[src/rtl/pffe_pkg.sv]
// shared types, widths and constants of the particle force field evaluator
// depends on nothing; every other file but pffe_div_pipe imports it
package pffe_pkg;

  localparam int DATA_W  = 32;
  localparam int FRAC_W  = 16;
  localparam int MAG_W   = 31;
  localparam int DIFF_W  = 33;
  localparam int SQ_W    = 66;
  localparam int ROOT_W  = 33;
  localparam int UNIT_W  = 18;
  localparam int FORCE_W = 33;
  localparam int QUO_W   = 31;
  localparam int ADDR_W  = 5;

  localparam logic [16:0] ONE_Q = 17'h10000;
  localparam logic signed [DATA_W-1:0] I32_MAX = 32'sh7fffffff;
  localparam logic signed [DATA_W-1:0] I32_MIN = 32'sh80000000;

  typedef enum logic [1:0] {
    SHAPE_ATTRACTOR = 2'd0,
    SHAPE_BASIN     = 2'd1,
    SHAPE_LINEAR    = 2'd2,
    SHAPE_RADIAL    = 2'd3
  } shape_t;

  typedef enum logic [1:0] {
    FT_FORCE   = 2'd0,
    FT_GRAVITY = 2'd1,
    FT_OFFSET  = 2'd2
  } force_type_t;

  typedef enum logic [2:0] {
    REG_SHAPE      = 3'd0,
    REG_FORCE_TYPE = 3'd1,
    REG_ORIGIN_X   = 3'd2,
    REG_ORIGIN_Y   = 3'd3,
    REG_RADIUS     = 3'd4,
    REG_PULL       = 3'd5,
    REG_LINEAR_X   = 3'd6,
    REG_LINEAR_Y   = 3'd7
  } reg_idx_t;

  typedef struct packed {
    shape_t             shape;
    logic [DATA_W-1:0]  pull;
    logic [DATA_W-1:0]  linear_x;
    logic [DATA_W-1:0]  linear_y;
  } shape_cfg_t;

  function automatic logic signed [DATA_W-1:0] sat32(input logic signed [47:0] v);
    logic signed [DATA_W-1:0] r;
    if (v > 48'(I32_MAX)) begin
      r = I32_MAX;
    end else if (v < 48'(I32_MIN)) begin
      r = I32_MIN;
    end else begin
      r = v[DATA_W-1:0];
    end
    return r;
  endfunction

endpackage

[src/rtl/pffe_sqrt_pipe.sv]
// pipelined floor square root of a 66-bit value, one result bit per stage
// depends on pffe_pkg for the widths
module pffe_sqrt_pipe
  import pffe_pkg::*;
#(
  parameter int SIDE_W = 1
) (
  input  logic              clk,
  input  logic              rst,
  input  logic              en,
  input  logic              in_vld,
  input  logic [SQ_W-1:0]   rad,
  input  logic [SIDE_W-1:0] side,
  output logic              out_vld,
  output logic [ROOT_W-1:0] root,
  output logic [SIDE_W-1:0] side_o
);

  localparam int REM_W = ROOT_W + 3;

  logic [REM_W-1:0]  rem_r  [0:ROOT_W-1];
  logic [ROOT_W-1:0] root_r [0:ROOT_W-1];
  logic [SQ_W-1:0]   rad_r  [0:ROOT_W-1];
  logic [SIDE_W-1:0] side_r [0:ROOT_W-1];
  logic              vld_r  [0:ROOT_W-1];

  for (genvar s = 0; s < ROOT_W; s++) begin : g_stage
    localparam int I = ROOT_W - 1 - s;
    logic [REM_W-1:0]  rem_c;
    logic [REM_W-1:0]  rem_cat;
    logic [REM_W-1:0]  trial;
    logic [ROOT_W-1:0] root_c;
    logic [SQ_W-1:0]   rad_c;
    logic [SIDE_W-1:0] side_c;
    logic              vld_c;
    logic              ge;

    if (s == 0) begin : g_first
      assign rem_c  = '0;
      assign root_c = '0;
      assign rad_c  = rad;
      assign side_c = side;
      assign vld_c  = in_vld;
    end else begin : g_next
      assign rem_c  = rem_r[s-1];
      assign root_c = root_r[s-1];
      assign rad_c  = rad_r[s-1];
      assign side_c = side_r[s-1];
      assign vld_c  = vld_r[s-1];
    end

    // bring down the next bit pair, try (root << 2) | 1
    assign rem_cat = {rem_c[REM_W-3:0], rad_c[2*I +: 2]};
    assign trial   = {1'b0, root_c, 2'b01};
    assign ge      = (rem_cat >= trial);

    always_ff @(posedge clk) begin
      if (rst) begin
        vld_r[s] <= 1'b0;
      end else if (en) begin
        vld_r[s] <= vld_c;
      end
    end

    always_ff @(posedge clk) begin
      if (en) begin
        rem_r[s]  <= ge ? (rem_cat - trial) : rem_cat;
        root_r[s] <= {root_c[ROOT_W-2:0], ge};
        rad_r[s]  <= rad_c;
        side_r[s] <= side_c;
      end
    end
  end

  assign out_vld = vld_r[ROOT_W-1];
  assign root    = root_r[ROOT_W-1];
  assign side_o  = side_r[ROOT_W-1];

endmodule

[config.mk]
export PLATFORM = sky130hd
export DESIGN_NAME = pffe_sqrt_pipe
export DESIGN_NICKNAME = d
export VERILOG_FILES = /design/src/rtl/pffe_pkg.sv /design/src/rtl/pffe_sqrt_pipe.sv
export SDC_FILE = /design/constraint.sdc
export NUM_CORES = 2
export LEC_CHECK = 0
export BUFFER_PORTS_ARGS = -buffer_cell sky130_fd_sc_hd__buf_2
export CAP_MARGIN = 20
export CORE_AREA = 2 2 566 568
export DETAILED_ROUTE_END_ITERATION = 12
export DIE_AREA = 0 0 568 570
export GPL_TIMING_DRIVEN = 0
export SLEW_MARGIN = 20
export SYNTH_ARGS = -nofsm -noshare
export SYNTH_HDL_FRONTEND = slang
export SYNTH_MEMORY_MAX_BITS = 65536
export SYNTH_SLANG_ARGS = --single-unit
[constraint.sdc]
create_clock -name clk -period 5.46 [get_ports clk]
set_input_delay 1.092 -clock clk [delete_from_list [all_inputs] [get_ports clk]]
set_output_delay 1.092 -clock clk [all_outputs]
set_load 0.1 [all_outputs]
==> reports/results.txt <==
Post-synth top area share -> 0.644
Final hold slack -> 369 ps
Least-Margin Pin Slew -> 1180 ps
Synth warn -> 0
CTS tree -> done
Cell Area, Synth -> 127000 um2
CP arrival -> 5690 ps
Clock Latency Late Sink -> 900 ps
Final nets -> 10900
Post-synthesis sequential area ratio -> 0.644
Die H -> 570 um
Footprint of the multi-input gates -> 41400 um2
Switch share -> 0.292
Status -> finished clean
Share of layout cells above drive strength 1 -> 0.0705
Core Area -> 317000 um2
Fin Setup TNS -> 0 ps
Chip width -> 568 um
Wire per inst -> 18.3 um
GP Congestion -> 0.877
Clock network power share -> 0.334
Hold path startpoint -> rad[17]
Pleak -> 54.1 nW
Hold depth -> 1
Final setup viols -> 0
WL final -> 269 mm
Post-CTS sizing -> 0
Register bit count reported by yosys -> 2720
Row count -> 207
Area Growth Syn to Fin -> 13.0%
Period utilization -> 0.941
FF-to-FF setup slack -> 320 ps
Primary FF master, synth -> edfxtp_1
Initial DRC Count -> 5978
Setup CP Type -> flip-flop to flip-flop
Slew Viols, Final -> 0
Max VDD drop -> 283 uV
Most frequent cells in the layout -> edfxtp_1, inv_1, nand2_1
Root Buffer -> clkbuf_16
HPWL after DPL -> 194 mm
Vias per cell -> 5.26
Syn avg cell area -> 12.9 um2
Reg-to-reg critical path startpoint -> root_r[23][0]
Final ANT Viol Nets -> 0
Reg power frac -> 0.456
Syn_nets -> 10500
PwrDens -> 430 nW/um2
Clock Path Buffers -> 4
Crit end category -> flip-flop
Part of the power in combinational logic -> 0.209
Area leader, netlist -> edfxtp_1
Die area -> 324000 um2
I/O pins -> 106
Register Area -> 81700 um2
CP startpoint kind -> flip-flop
First-pass GRT wire length -> 423 mm
Max-Cap Viols -> 0
Final min period -> 5140 ps
Share of synthesized flip-flops with an asynchronous set or reset -> 0
NetSw -> 18.0 mW
Synth cell types -> 97
Hold buffers post-CTS -> 0
Largest net degree at the start of global routing -> 154
Initial Utilization -> 0.400
Top cells by area, synth -> edfxtp_1, ha_1, xor2_1, xnor2_1, a21oi_1
TritonRoute pass-1 iters -> 6
Post-synthesis instance total -> 9843
Reg2Reg Depth -> 11
Slew HR -> 0.207
PortBufs -> 105
Fin util -> 0.451
Initial antenna violation count -> 5
Worst-path maximum fanout -> 10
Final-layout fill cell count -> 28500
Fin. Hold Viols -> 0
Critical path required time -> 6010 ps
Pwr Total -> 61.6 mW
Fmax achieved -> 0.195 GHz
Num CTS Buffers -> 313
Clk sinks -> 2720
Via Count -> 77400
Worst-case clock skew -> 31.5 ps
Internal cell power -> 43.6 mW
HP Class -> primary input to flip-flop
Post-synth EDFFs -> 2720
RR Endpoint -> rem_r[0][886]
Clock-pin transition on the worst setup and hold timing paths -> 60 ps
Number of global-route vias before repair -> 76500
Commonest non-fill, non-tap cell in the layout -> edfxtp_1
Hold Path End -> rad_r[0][17]
# H-tree levels -> 5
Tot GR Track Use -> 0.163
Post-CTS setup buffers -> 0
RSZ-0062 raised after global routing -> false
Drc violations -> 0
GR Overflow Total -> 0
-- worst max-delay path by stage --
stage	startpoint	end	slack, ps
5_1_grt	root_r[23][0]	rem_r[0][886]	130
4_1_cts	root_r[23][0]	rem_r[0][886]	570
6_report	root_r[23][0]	rem_r[0][886]	320
3_3_place_gp	en	vld_r[26]	-40320
3_5_place_dp	en	rad_r[0][1267]	320
2_1_floorplan	rem_r[0][1049]	rem_r[0][1110]	2080
-- sequential cells by signal, summed over array words and instances (netlist names) --
name	flops
root_r	561
rem_r	1037
vld_r	33
rad_r	1056
side_r	33
-- cells in the mapped netlist (all sizes together), types with 20 or more instances --
| library cell | n |
|---|---|
| a21boi | 35 |
| nor3 | 238 |
| a21o | 254 |
| o211ai | 55 |
| edfxtp | 2720 |
| nor3b | 23 |
| o21a | 97 |
| nand3 | 151 |
| o2111ai | 20 |
| or4 | 64 |
| nand2b | 103 |
| o21bai | 48 |
| a211oi | 55 |
| o21ai | 527 |
| a211o | 21 |
| inv | 750 |
| xor2 | 445 |
| nand4 | 99 |
| or3 | 98 |
| nand3b | 24 |
| nor2b | 73 |
| nor2 | 601 |
| a2111oi | 26 |
| or2 | 45 |
| and2 | 82 |
| xnor2 | 432 |
| o31ai | 64 |
| ha | 596 |
| a21oi | 621 |
| mux2 | 68 |
| nand2 | 694 |
| clkbuf | 206 |
| a31oi | 52 |
| and3 | 63 |
| nor4 | 121 |
-- critical path, cell delays in order, from the launching register on --
cell and delay (ps):
edfxtp_1 450, inv_1 80, ha_1 340, nor2b_1 170, o31a_1 290, o211a_1 250, a211oi_1 800, nor4b_1 150
nor3_1 930, clkbuf_1 480, clkbuf_1 520, o21ai_0 330
-- metal layers --
layer	wire length (um)	GRT usage	up-vias
li1	-	-	37400
met1	115000	0.209	37700
met2	133000	0.283	1751
met3	11400	0.0210	546
met4	9480	0.0583	0
met5	0	0	-
-- layout make-up --
type | count | share of cell area
tap | 4180 | 0.0365
inverter | 751 | 0.0197
antenna | 2 | 0.0000349
clock buffer | 368 | 0.0566
sequential | 2720 | 0.570
buffer | 223 | 0.00597
clock inverter | 197 | 0.0144
multi-input combinational | 6149 | 0.289
timing repair buffer | 124 | 0.00742
-- logic make-up (layout without fill, tap and decap cells) --
family,count (synthesis),after routing,synth area share
buffers and inverters,974,1663,0.0290
other,1,3,0.0000296
XOR/XNOR,877,877,0.0606
flip-flops,2720,2720,0.644
AO/OA/AOI/OAI,2041,2041,0.100
multiplexers,77,77,0.00675
AND/OR/NAND/NOR,2557,2557,0.100
adder cells (fa/ha/maj),596,596,0.0588
-- power by group through the flow --
stage,logic (mW),clock network (mW),registers (mW)
after CTS,12.9,21.4,28.2
after detailed placement,12.8,0,28.6
after global placement,12.7,0,30.3
after global routing,14.4,22.2,28.4
after floorplan,9.26,0,27.9
final,12.9,20.6,28.1
-- metrics by stage --
stage / setup slack [ps] / instances / area, um2
finish: 322 / 14700 / 143000
detailed placement: 319 / 14100 / 133000
global route: 127 / 14700 / 143000
CTS: 568 / 14700 / 143000
global placement: -40320 / 14100 / 133000
floorplan: 2080 / 9843 / 127000
No activity file was read; power rests on OpenSTA's default activity.
